--- src/design/hexp_pkg.sv ---
// Shared types and character constants for the hex text parser.
// Used by the classifier, the parse core and the top level.
`default_nettype none

package hexp_pkg;

  localparam int ValueWidth = 64;

  localparam logic [7:0] CH_SPACE = 8'h20;
  localparam logic [7:0] CH_TAB   = 8'h09;
  localparam logic [7:0] CH_LF    = 8'h0A;
  localparam logic [7:0] CH_VT    = 8'h0B;
  localparam logic [7:0] CH_FF    = 8'h0C;
  localparam logic [7:0] CH_CR    = 8'h0D;
  localparam logic [7:0] CH_PLUS  = 8'h2B;
  localparam logic [7:0] CH_MINUS = 8'h2D;
  localparam logic [7:0] CH_ZERO  = 8'h30;
  localparam logic [7:0] CH_NINE  = 8'h39;
  localparam logic [7:0] CH_UA    = 8'h41;
  localparam logic [7:0] CH_UF    = 8'h46;
  localparam logic [7:0] CH_UX    = 8'h58;
  localparam logic [7:0] CH_LA    = 8'h61;
  localparam logic [7:0] CH_LF_HEX = 8'h66;
  localparam logic [7:0] CH_LX    = 8'h78;

  localparam logic [3:0] LETTER_BIAS = 4'd9;

  typedef enum logic [5:0] {
    PH_SPACE  = 6'b000001,
    PH_SIGNED = 6'b000010,
    PH_ZERO   = 6'b000100,
    PH_PREFIX = 6'b001000,
    PH_DIGITS = 6'b010000,
    PH_DONE   = 6'b100000
  } phase_t;

  typedef struct packed {
    logic       is_space;
    logic       is_sign;
    logic       is_minus;
    logic       is_zero;
    logic       is_x;
    logic       is_hex;
    logic [3:0] digit;
  } char_class_t;

  typedef struct packed {
    logic [ValueWidth-1:0] parsed_value;
    logic                  has_digits;
    logic                  overflowed;
    logic                  valid_res;
  } result_t;

endpackage

`default_nettype wire

--- src/design/hex_text_to_u64_parser.sv ---
// Hex text parser, top level: input word register, classifier, parse core,
// result register. A terminator word passes from the input word register to
// the result register. Throughput: one word per cycle; a terminator stalls
// only while the previous result is still held. Reset (rst, synchronous)
// empties both registers and returns the parse state to leading whitespace.
// Depends on hexp_pkg, hexp_class and hexp_core.
`default_nettype none

module hex_text_to_u64_parser
  import hexp_pkg::*;
(
  input  wire logic                  clk,
  input  wire logic                  rst,
  input  wire logic                  in_valid,
  output      logic                  in_ready,
  input  wire logic [7:0]            char_code,
  input  wire logic                  end_of_text,
  output      logic                  out_valid,
  input  wire logic                  out_ready,
  output      logic [ValueWidth-1:0] parsed_value,
  output      logic                  has_digits,
  output      logic                  overflowed,
  output      logic                  valid_res
);

  logic        held;
  logic [7:0]  char_q;
  logic        eot_q;
  logic        proceed;
  char_class_t cls;
  result_t     res;

  // a terminator word waits only for room in the result register
  assign proceed  = held && (!eot_q || !out_valid || out_ready);
  assign in_ready = !held || proceed;

  always_ff @(posedge clk) begin
    if (rst) begin
      held <= 1'b0;
    end else if (in_ready) begin
      held <= in_valid;
    end
  end

  always_ff @(posedge clk) begin
    if (in_ready && in_valid) begin
      char_q <= char_code;
      eot_q  <= end_of_text;
    end
  end

  hexp_class u_class (
    .char_code (char_q),
    .cls       (cls)
  );

  hexp_core u_core (
    .clk         (clk),
    .rst         (rst),
    .step        (proceed),
    .end_of_text (eot_q),
    .cls         (cls),
    .res         (res)
  );

  always_ff @(posedge clk) begin
    if (rst) begin
      out_valid <= 1'b0;
    end else if (proceed && eot_q) begin
      out_valid <= 1'b1;
    end else if (out_ready) begin
      out_valid <= 1'b0;
    end
  end

  always_ff @(posedge clk) begin
    if (proceed && eot_q) begin
      parsed_value <= res.parsed_value;
      has_digits   <= res.has_digits;
      overflowed   <= res.overflowed;
      valid_res    <= res.valid_res;
    end
  end

endmodule

`default_nettype wire

--- src/design/hexp_class.sv ---
// Character classifier: whitespace, sign, prefix and hex digit decode.
// Depends on hexp_pkg.
`default_nettype none

module hexp_class
  import hexp_pkg::*;
(
  input  wire logic [7:0] char_code,
  output char_class_t     cls
);

  logic is_dec;
  logic is_upper;
  logic is_lower;

  always_comb begin
    is_dec   = (char_code >= CH_ZERO) && (char_code <= CH_NINE);
    is_upper = (char_code >= CH_UA) && (char_code <= CH_UF);
    is_lower = (char_code >= CH_LA) && (char_code <= CH_LF_HEX);

    cls.is_space = (char_code == CH_SPACE) || (char_code == CH_TAB) ||
                   (char_code == CH_LF) || (char_code == CH_VT) ||
                   (char_code == CH_FF) || (char_code == CH_CR);
    cls.is_minus = (char_code == CH_MINUS);
    cls.is_sign  = cls.is_minus || (char_code == CH_PLUS);
    cls.is_zero  = (char_code == CH_ZERO);
    cls.is_x     = (char_code == CH_LX) || (char_code == CH_UX);
    cls.is_hex   = is_dec || is_upper || is_lower;
    // letters sit at low nibble 1..6, so add nine for 10..15
    cls.digit    = is_dec ? char_code[3:0] : (char_code[3:0] + LETTER_BIAS);
  end

endmodule

`default_nettype wire

--- src/design/hexp_core.sv ---
// Parse state: phase machine, sign, accumulator and flags; forms the result.
// Depends on hexp_pkg.
`default_nettype none

module hexp_core
  import hexp_pkg::*;
(
  input  wire logic        clk,
  input  wire logic        rst,
  input  wire logic        step,
  input  wire logic        end_of_text,
  input  char_class_t      cls,
  output result_t          res
);

  phase_t                phase, phase_next;
  logic                  minus_seen, minus_seen_next;
  logic [ValueWidth-1:0] accumulator, accumulator_next;
  logic                  digit_seen, digit_seen_next;
  logic                  overflow_seen, overflow_seen_next;

  logic                  take;
  logic [ValueWidth-1:0] acc_shift;
  logic                  acc_top;

  assign acc_shift = {accumulator[ValueWidth-5:0], cls.digit};
  assign acc_top   = |accumulator[ValueWidth-1:ValueWidth-4];

  always_comb begin
    phase_next         = phase;
    minus_seen_next    = minus_seen;
    digit_seen_next    = digit_seen;
    take               = 1'b0;

    unique case (phase)
      PH_SPACE, PH_SIGNED: begin
        if (phase == PH_SPACE && cls.is_space) begin
          phase_next = PH_SPACE;
        end else if (phase == PH_SPACE && cls.is_sign) begin
          minus_seen_next = cls.is_minus;
          phase_next      = PH_SIGNED;
        end else if (cls.is_zero) begin
          // the zero counts unless an x follows
          digit_seen_next = 1'b1;
          phase_next      = PH_ZERO;
        end else if (cls.is_hex) begin
          take       = 1'b1;
          phase_next = PH_DIGITS;
        end else begin
          phase_next = PH_DONE;
        end
      end
      PH_ZERO: begin
        if (cls.is_x) begin
          digit_seen_next = 1'b0;
          phase_next      = PH_PREFIX;
        end else if (cls.is_hex) begin
          take       = 1'b1;
          phase_next = PH_DIGITS;
        end else begin
          phase_next = PH_DONE;
        end
      end
      PH_PREFIX, PH_DIGITS: begin
        if (cls.is_hex) begin
          take       = 1'b1;
          phase_next = PH_DIGITS;
        end else begin
          phase_next = PH_DONE;
        end
      end
      PH_DONE: begin
        phase_next = PH_DONE;
      end
      default: begin
        phase_next = PH_DONE;
      end
    endcase

    accumulator_next   = take ? acc_shift : accumulator;
    overflow_seen_next = overflow_seen || (take && acc_top);
    if (take) begin
      digit_seen_next = 1'b1;
    end
  end

  always_ff @(posedge clk) begin
    if (rst || (step && end_of_text)) begin
      phase         <= PH_SPACE;
      minus_seen    <= 1'b0;
      accumulator   <= '0;
      digit_seen    <= 1'b0;
      overflow_seen <= 1'b0;
    end else if (step) begin
      phase         <= phase_next;
      minus_seen    <= minus_seen_next;
      accumulator   <= accumulator_next;
      digit_seen    <= digit_seen_next;
      overflow_seen <= overflow_seen_next;
    end
  end

  always_comb begin
    if (overflow_seen) begin
      res.parsed_value = '1;
    end else if (minus_seen) begin
      res.parsed_value = '0 - accumulator;
    end else begin
      res.parsed_value = accumulator;
    end
    res.has_digits = digit_seen;
    res.overflowed = overflow_seen;
    res.valid_res  = digit_seen && !overflow_seen;
  end

endmodule

`default_nettype wire

--- config.mk ---
export PLATFORM = sky130hd
export DESIGN_NAME = hex_text_to_u64_parser
export DESIGN_NICKNAME = d
export VERILOG_FILES = /design/src/design/hexp_pkg.sv /design/src/design/hex_text_to_u64_parser.sv /design/src/design/hexp_class.sv /design/src/design/hexp_core.sv
export SDC_FILE = /design/constraint.sdc
export NUM_CORES = 1
export LEC_CHECK = 0
export ABC_AREA = 1
export BUFFER_PORTS_ARGS = -buffer_cell sky130_fd_sc_hd__buf_2
export CORE_MARGIN = 8
export CORE_UTILIZATION = 50
export CTS_BUF_LIST = sky130_fd_sc_hd__clkbuf_4 sky130_fd_sc_hd__clkbuf_8 sky130_fd_sc_hd__clkbuf_16
export CTS_CLUSTER_SIZE = 16
export DETAILED_ROUTE_END_ITERATION = 6
export GPL_TIMING_DRIVEN = 1
export PLACE_DENSITY = 0.71
export SYNTH_ARGS = -nofsm -noshare
export SYNTH_HDL_FRONTEND = slang
export SYNTH_SLANG_ARGS = --single-unit
--- constraint.sdc ---
create_clock -name clk -period 4.1 [get_ports clk]
set_input_delay 0.615 -clock clk [delete_from_list [all_inputs] [get_ports clk]]
set_output_delay 0.615 -clock clk [all_outputs]
set_load 0.1 [all_outputs]
After elaboration in Yosys (flattened, before gate mapping):

Cells that the tools add are included.
W data, S select, Z words.

* bits in registers: 151
* bits of input ports: 13
* word-level logic and storage cells: 100

* add/sub/neg operators: 2
* magnitude comparators: 6
* equal/unequal tests: 20
* multiplexer cells: 22
* bitwise operators: 1
* reduce and logical (&&, ||, !) cells: 36

Operators with widths (number)
* $mux W64: 1
* $sub A1 B64 Y64 const A: 1
* $eq A8 B4 Y1 const B: 5
* $eq A8 B6 Y1 const B: 4
* $mux W6: 5
* $pmux W6 S3: 1
* $eq A8 B7 Y1 const B: 2
* $ge A8 B7 Y1 const B: 2
* $le A8 B7 Y1 const B: 2
* $logic_or A1 B1 Y1: 14
* $mux W1: 12
* $ne A3 B2 Y1 const B: 4
* $logic_and A1 B1 Y1: 10
* $ge A8 B6 Y1 const B: 1
* $le A8 B6 Y1 const B: 1
* $eq A6 B1 Y1 const B: 1
* $eq A6 B2 Y1 const B: 1
* $eq A6 B3 Y1 const B: 1
* $eq A6 B4 Y1 const B: 1
* $eq A6 B5 Y1 const B: 1
* $reduce_and A6 Y1: 1
* $add A4 B4 Y4 const B: 1
* $logic_not A1 Y1: 4
* $mux W4: 1
* 9 further kinds: 10

Logic depth before layout (Yosys ltp):

Gate-level depths: netlist (run 1).

* depth after elaboration: 11
* depth in mapped cells: 15
* depth with buffers taken out: 13

Hierarchy:

From an unflattened synthesis (run 1), not the netlist that was laid out.

* cell total of the unflattened synthesis: 1248
* area total of the unflattened synthesis: 8653.3 um^2

By module, submodules not included
* hexp_core: times used 1, cells each 1088, area an instance 5885.6 um^2, seq. area each 1461.4 um^2
* hex_text_to_u64_parser: times used 1, cells each 94, area an instance 2401.1 um^2, seq. area each 2322.2 um^2
* hexp_class: times used 1, cells each 66, area an instance 366.6 um^2, seq. area each 0.0 um^2

Least setup slack after synthesis (run 1):

OpenSTA, ideal clock, no wires.

* kind: reg-to-reg
* start: register out_valid
* end: register has_digits (enable)
* library setup time: 422 ps
* arrival: 2508 ps
* data required time: 3678 ps
* setup slack: 1170 ps
* stages on the path, launching flop included: 8
* cell sequence: dfxtp_1 inv_1 nor2_1 nand2_1 nand2_2 inv_2 nand2_1 inv_1

* word-level cells in the longest chain between the ends: 5

RTL lines
* start: declaration: line hex_text_to_u64_parser.sv:18 `output logic out_valid,`
* start signal: assignment: line hex_text_to_u64_parser.sv:68 `out_valid <= 1'b0;`
* start signal: assignment: line hex_text_to_u64_parser.sv:70 `out_valid <= 1'b1;`
* start signal: assignment: line hex_text_to_u64_parser.sv:72 `out_valid <= 1'b0;`
* $logic_not A1 Y1: line hex_text_to_u64_parser.sv:34 `assign proceed = held && (!eot_q || !out_valid || out_ready);`
* $logic_or A1 B1 Y1 (2 in series): line hex_text_to_u64_parser.sv:34
* $logic_and A1 B1 Y1: line hex_text_to_u64_parser.sv:34
* $logic_and A1 B1 Y1: line hex_text_to_u64_parser.sv:77 `if (proceed && eot_q) begin`
* end signal: assignment: line hex_text_to_u64_parser.sv:79 `has_digits <= res.has_digits;`
* end: declaration: line hex_text_to_u64_parser.sv:21 `output logic has_digits,`

No other way between the ends.
A chain may end at the register's enable or synchronous reset.

Worst setup path in the final report (run 1):

* start: register u_core.accumulator[16]
* end: register parsed_value[47] (data pin)

* word-level cells in the longest chain between the ends: 2

RTL lines
* start: declaration: line hexp_core.sv:18 `logic [ValueWidth-1:0] accumulator, accumulator_next;`
* start signal: assignment: line hexp_core.sv:97 `accumulator <= accumulator_next;`
* $sub A1 B64 Y64: line hexp_core.sv:107 `res.parsed_value = '0 - accumulator;`
* $mux W64: line hexp_core.sv:106 `end else if (minus_seen) begin`
* end signal: assignment: line hex_text_to_u64_parser.sv:78 `parsed_value <= res.parsed_value;`
* end: declaration: line hex_text_to_u64_parser.sv:20 `output logic [ValueWidth-1:0] parsed_value,`

No other way between the ends.

==> metrics.txt, run 1 <==
critical path peak fanout=5; largest net degree at the start of global routing=87; area of the die=between 0.02 and 0.025 sq mm; most frequent cells in the layout=nand2_1, nor2_1, inv_1; Final setup viols=0; Post-Syn Area=slightly above 0.008 sq mm; HP Class=in2reg; Initial Util=51.0%; share of the synthesized area in the top cell type=28.2%; slew margin rel.=39.7%; Setup CP Type=reg2reg; RSZ-0062 raised after global routing=false; Final HPWL DP=15100 microns; synthesized flop and latch total=151; final setup TNS=0 ns; root buffer cell=clkbuf_16; top cells by area, synth=edfxtp_1, dfxtp_1, nand2_1, nor2_1, nand3_1; Hold Startpoint=rst; Post-synth EDFFs=76; status=finished clean; Residual DRC=0; CTS Hold Bufs=0; CTS resizes=0; Die Wd=143 microns; CTS tree=yes; drt pass-1 iters=6; Global Route Usage Sum=21.3%; Max-cap violations=0; hold path depth=2; GP Congestion=0.880; Final WS setup=1.35 ns; Port Buffers=81; initial antenna violation count=0; synthesized area per cell=7.15 sq um; I/O Pins=82; mean routed wirelength per cell=14.9 microns; total number of vias=~7600; Setup crit start kind=flop; Hold Fails Final Rpt=0; prevailing post-synth register cell=edfxtp_1; clk_skew=slightly above 0.006 ns; chip height=roughly 140 microns; 1st-iter DRT viols=778; R2R Setup Slk=approximately 1.4 ns; synthesis-to-finish area growth=14.2%; Post-Syn Instances=1133; Setup Buffers After CTS=0; worst flop-to-flop path endpoint=parsed_value[47]; async set-reset flop share out of synthesis=0%; Final min period=2.75 ns; Crit. End Element=flop; H-tree Lvls=4; maximum VDD drop=0.302 mV; f_max=364 MHz; Yosys warning count=0; clock latency on the worst-skew pair=0.43 ns; final WL=between 20000 and 25000 microns; GRT overflow=0; pre-CTS setup slack=1.49 ns; Worst EP required=4.24 ns; Static Leakage=~5 nW; largest area contributor in the synthesized netlist=edfxtp_1; Reg2Reg Launch Point=u_core.accumulator[16]; CTS max path bufs=2; leading cell type in the layout, fill and taps excluded=nand2_1; clk slew on worst S/H paths=0.06 ns; Via density=5.28; CP Data Arrival Time=2.89 ns; post-synth net total=roughly 1200; vias in the first global route=6853; Row Count=46; Final Cycle Share=approximately 67%; cts bufs inserted=17; Distinct cells, synth=34; fin. max-slew vios=0; register area share after synthesis=46.7%; antenna fix cells=0; fin nets=1221; Worst Hold End=held; global-route wire length before repair=34300 microns; clock sink count=151; proportion of layout cells with a drive suffix above 1=11.0%; Post-DRT Antenna Nets=0; Core Region=0.0159 sq mm; Critical path origin=u_core.accumulator[16]; PwrDens=423 mW/mm^2; Worst Reg-to-Reg Cells=10; slew of the pin with the lowest slew margin=0.903 ns
[power breakdown]
| part | switching, mW | internal [mW] |
|---|---|---|
| sequential | 0.0225 | 1.62 |
| clock | 0.610 | 1.08 |
| combinational | 0.435 | 0.146 |
| total | 1.07 | 2.85 |
[metrics by stage]
stage                     utilization [%]  area [sq um]  power [mW]  std cells  hold slack, ns
after floorplan                         -          8100        2.11       1133           0.408
after global placement               54.2          8610        2.24       1399           0.419
after detailed placement             54.2          8610        2.24       1399           0.423
after CTS                            58.2          9250        3.92       1431           0.337
after global routing                 58.2          9250        4.05       1431           0.342
final                                58.2          9250        3.91       1431           0.346
[state kept, by name, indices dropped and copies added, names as in the netlist]
signal,flops
char_q,8
eot_q,1
has_digits,1
held,1
out_valid,1
overflowed,1
parsed_value,64
u_core.accumulator,64
u_core.digit_seen,1
u_core.minus_seen,1
u_core.overflow_seen,1
u_core.phase,6
valid_res,1
[worst max-delay path: stages (launching register included)]
cell and delay [ns]:
dfxtp_1 0.35, nor2_1 0.24, nand3_1 0.14, nor2_1 0.25, nand2_1 0.09, nor2_1 0.39, inv_1 0.20, o21ai_0 0.50
nand2_1 0.13, nand2_1 0.09, nand3_1 0.08
[cell type report]
type                    instances  area [sq um]
repair buffers                 88           470
well taps                     216           270
multi-input cells             832          3670
inverters                     112           420
clock inverters                 9           149
fillers                      1525          6640
flip-flops and latches        151          3780
clock buffers                  23           489
[cells in the mapped netlist, types with 2 or more instances]
cell type and n:
nand2_1 321, nor2_1 245, inv_1 106, nand3_1 102
edfxtp_1 76, dfxtp_1 75, o21ai_0 49, a21oi_1 29
nand4_1 19, clkbuf_1 18, xor2_1 15, nor3_1 13
o211ai_1 11, buf_6 10, buf_2 8, ha_1 6
inv_2 5, nor3b_1 3, o31ai_1 3, nand2_2 2
nand3b_1 2, nor3_2 2, o21ai_1 2
[worst max path at each step]
stage / cells after the start / endpoint / slack [ns]
final: 10 / parsed_value[47] / 1.35
after global routing: 13 / u_core.accumulator[46] / 1.14
after CTS: 13 / u_core.accumulator[42] / 1.47
after detailed placement: 11 / u_core.phase[3] / 1.49
after global placement: 8 / parsed_value[51] / 1.49
after floorplan: 7 / has_digits / 1.17
[per-layer routing]
layer	wire, microns	track usage (%)	share of wire (%)
met1	9450	27.2	44
met2	9990	35.1	47
met3	1380	4.21	6.5
met4	507	7.69	2.4
met5	0	0	0
[cell families (layout without fill, tap and decap cells)]
group,count (synthesis),after routing,synth area share (%)
AO/OA/AOI/OAI,97,97,6.52
adder cells (fa/ha/maj),6,6,0.927
buffers and inverters,150,232,8.14
flip-flops,151,151,46.7
XOR/XNOR,15,15,1.62
AND/OR/NAND/NOR,714,714,36.1
(Power assumes the default switching activity.)
==> inputs of run 2 (changes only) <==
--- a/config.mk
+++ b/config.mk
@@ -5,7 +5,7 @@
 export SDC_FILE = /design/constraint.sdc
 export NUM_CORES = 1
 export LEC_CHECK = 0
-export ABC_AREA = 1
+export ABC_AREA = 0
 export BUFFER_PORTS_ARGS = -buffer_cell sky130_fd_sc_hd__buf_2
 export CORE_MARGIN = 8
 export CORE_UTILIZATION = 50
@@ -13,7 +13,7 @@
 export CTS_CLUSTER_SIZE = 16
 export DETAILED_ROUTE_END_ITERATION = 6
 export GPL_TIMING_DRIVEN = 1
-export PLACE_DENSITY = 0.71
+export PLACE_DENSITY = 0.75
 export SYNTH_ARGS = -nofsm -noshare
 export SYNTH_HDL_FRONTEND = slang
 export SYNTH_SLANG_ARGS = --single-unit
==> constraint.sdc (replaced) <==
create_clock -name clk -period 2.4 [get_ports clk]
set_input_delay 0.36 -clock clk [delete_from_list [all_inputs] [get_ports clk]]
set_output_delay 0.36 -clock clk [all_outputs]
set_load 0.1 [all_outputs]
==> run 2 against run 1 <==
  * The flow now finishes with violations (negative setup slack)
  * Final cell count down 27%
  * Synthesized cell count is 40% lower
  * Via count shrank 21%
  * Area after synthesis fell by 11%
  * Sequential power up 68%
  * Register-to-register slack worse by 1.8 ns
  * Total power up 49%
  * Wire length is 8.8% lower
  * Setup slack worse by 1.8 ns
  * Critical path depth decreased by 3
  * Critical endpoint is now parsed_value[60]
  * Highest routed layer unchanged
==> metrics.txt, run 2 <==
status=complete, but fails checks; violated checks=negative setup slack; worst hold slack=0.102 ns; Area after DPL=0.00856 sq mm; Worst EP required=approximately 2.6 ns; chip height=136 microns; FILL cells=1014; Final min period=2.82 ns; Final setup viols=35; Post-synth EDFFs=76; clk slew on worst S/H paths=~0.060 ns; leading cell type in the layout, fill and taps excluded=nand2_1; Via density=approximately 5.7; Hold Fails Final Rpt=0; clock share of power=45.0%; fin. max-slew vios=0; Distinct cells, synth=56; Initial Util=50.2%; largest area contributor in the synthesized netlist=edfxtp_1; Final HPWL DP=11900 microns; CTS tree=yes; initial antenna violation count=0; pre-CTS setup slack=-0.418 ns; synthesized flop and latch total=roughly 150; root buffer cell=clkbuf_16; maximum VDD drop=0.376 mV; global-route wire length before repair=28700 microns; Post-Syn Area=just over 0.007 sq mm; crit-path cells=or3_4 -> or4b_1 -> or4_4 -> buf_4 -> o31ai_4 -> xor2_1 -> nand2_1; Slowest cell on crit path=or4_4; Setup crit start kind=flop; clock sink count=151; area of the die=0.0185 sq mm; Row Count=44; slew margin rel.=60.6%; top cells by area, synth=edfxtp_1, dfxtp_1, mux2i_1, nand2_1, xor2_1; share of the synthesized area in the top cell type=roughly a third; clk_skew=about 0.0067 ns; internal power=4.45 mW; RSZ-0062 raised after global routing=true; Switching Share=23.7%; synthesized area per cell=~11 sq um; final WL=just under 20000 microns; cts bufs inserted=17; largest net degree at the start of global routing=73; I/O Pins=82; critical path peak fanout=6; GRT overflow=0; total number of vias=5947; PwrDens=590 mW/mm^2; mean routed wirelength per cell=18.6 microns; register area share after synthesis=52.6%; final instance area=around 0.01 sq mm; Max-cap violations=0; CP Data Arrival Time=around 3.0 ns; antenna fix cells=0; Die Wd=136 microns; biggest regs=parsed_value x64, u_core.accumulator x64, char_q x8; 1st-iter DRT viols=514; Post-synth top cells=nand2_1, edfxtp_1, dfxtp_1; Comb power frac=around 7.8%; prevailing post-synth register cell=edfxtp_1; H-tree Lvls=4; proportion of layout cells with a drive suffix above 1=36.7%; Yosys warning count=0; area of the multi-input gates=0.00381 sq mm; synthesis-to-finish area growth=37.4%; Residual DRC=0; Port Buffers=81; CTS max path bufs=2; HP Class=in2reg; fin nets=870; drt pass-1 iters=5; Crit path largest cell delay=0.65 ns; clock latency on the worst-skew pair=0.43 ns; Static Leakage=approximately 4.4 nW; Final Cycle Share=118%; most common cell in the netlist=nand2_1; Global Route Usage Sum=19.5%; slew of the pin with the lowest slew margin=0.584 ns; sequential power share=between 40% and 50%; async set-reset flop share out of synthesis=0%; most frequent cells in the layout=nand2_1, buf_4, buf_2; vias in the first global route=5791; Register Area=approximately 0.0038 sq mm; Core Region=0.0143 sq mm; Final WS setup=-0.424 ns; Worst Reg-to-Reg Cells=7; f_max=354 MHz; Post-Syn Instances=678; hold path depth=1; Crit. End Element=flop; GP Congestion=0.915; post-synth net total=around 700; Post-DRT Antenna Nets=0; Psw=1.38 mW; Setup CP Type=reg2reg
## run 2: worst max-delay path: cells and delay by family (launching register included)
kind	cells	cell delay, ns
AO/OA/AOI/OAI	1	0.21
XOR/XNOR	1	0.20
buffers and inverters	1	0.19
flip-flops	1	0.33
AND/OR/NAND/NOR	4	1.63
## run 2: kinds of logic (layout without fill, tap and decap cells)
family / Yosys count / after routing / share of synthesized area [%]
buffers and inverters: 47 / 231 / 2.99
XOR/XNOR: 63 / 63 / 7.67
multiplexers: 64 / 64 / 8.93
AND/OR/NAND/NOR: 254 / 255 / 16.9
flip-flops: 151 / 151 / 52.6
AO/OA/AOI/OAI: 93 / 93 / 9.82
adder cells (fa/ha/maj): 6 / 6 / 1.04
## run 2: final cells by class
type	instances	area share [%]
flip-flops and latches	151	38.4
clock inverters	6	0.329
multi-input cells	481	38.6
inverters	8	0.304
well taps	184	2.33
clock buffers	25	5.64
repair buffers	192	14.4
## run 2: timing repair
action                                  CTS  global route
resized for setup                        44            52
buffers inserted                          2             6
hold buffers                              0             0
cloned                                    1             7
endpoints found under the setup margin   45           104
pin swaps                                22            20
## run 2: stage by stage
step	total power, mW	utilization, %	instances	setup TNS (ns)
final	5.83	69.0	1047	-6.86
after global routing	5.98	69.0	1047	-13.42
after CTS	5.81	65.9	1034	-5.97
after global placement	3.21	59.8	1000	-6.08
after detailed placement	3.21	59.8	1000	-7.09
after floorplan	3.12	-	678	-3.66
## run 2: worst paths after layout
kind,slack (ns),end,start
setup reg to reg,-0.42,parsed_value[60],u_core.accumulator[28]
hold / removal,0.10,char_q[1],char_code[1]
hold reg to reg,0.49,u_core.accumulator[0],u_core.accumulator[0]
setup / recovery,-0.42,parsed_value[60],u_core.accumulator[28]
## run 2: power groups by stage
stage	clock network, mW	logic, mW	registers, mW
6_report	2.62	0.452	2.76
5_1_grt	2.75	0.473	2.76
4_1_cts	2.64	0.413	2.76
3_5_place_dp	0	0.403	2.81
3_3_place_gp	0	0.399	2.81
2_1_floorplan	0	0.117	3.00
## run 2: metal layers
layer,global-route usage [%],routed length (microns),up-vias
met5,0,0,-
met4,8.42,527,0
met3,5.43,1340,41
met2,32.4,9500,229
met1,23.4,8100,2874
li1,-,-,2803
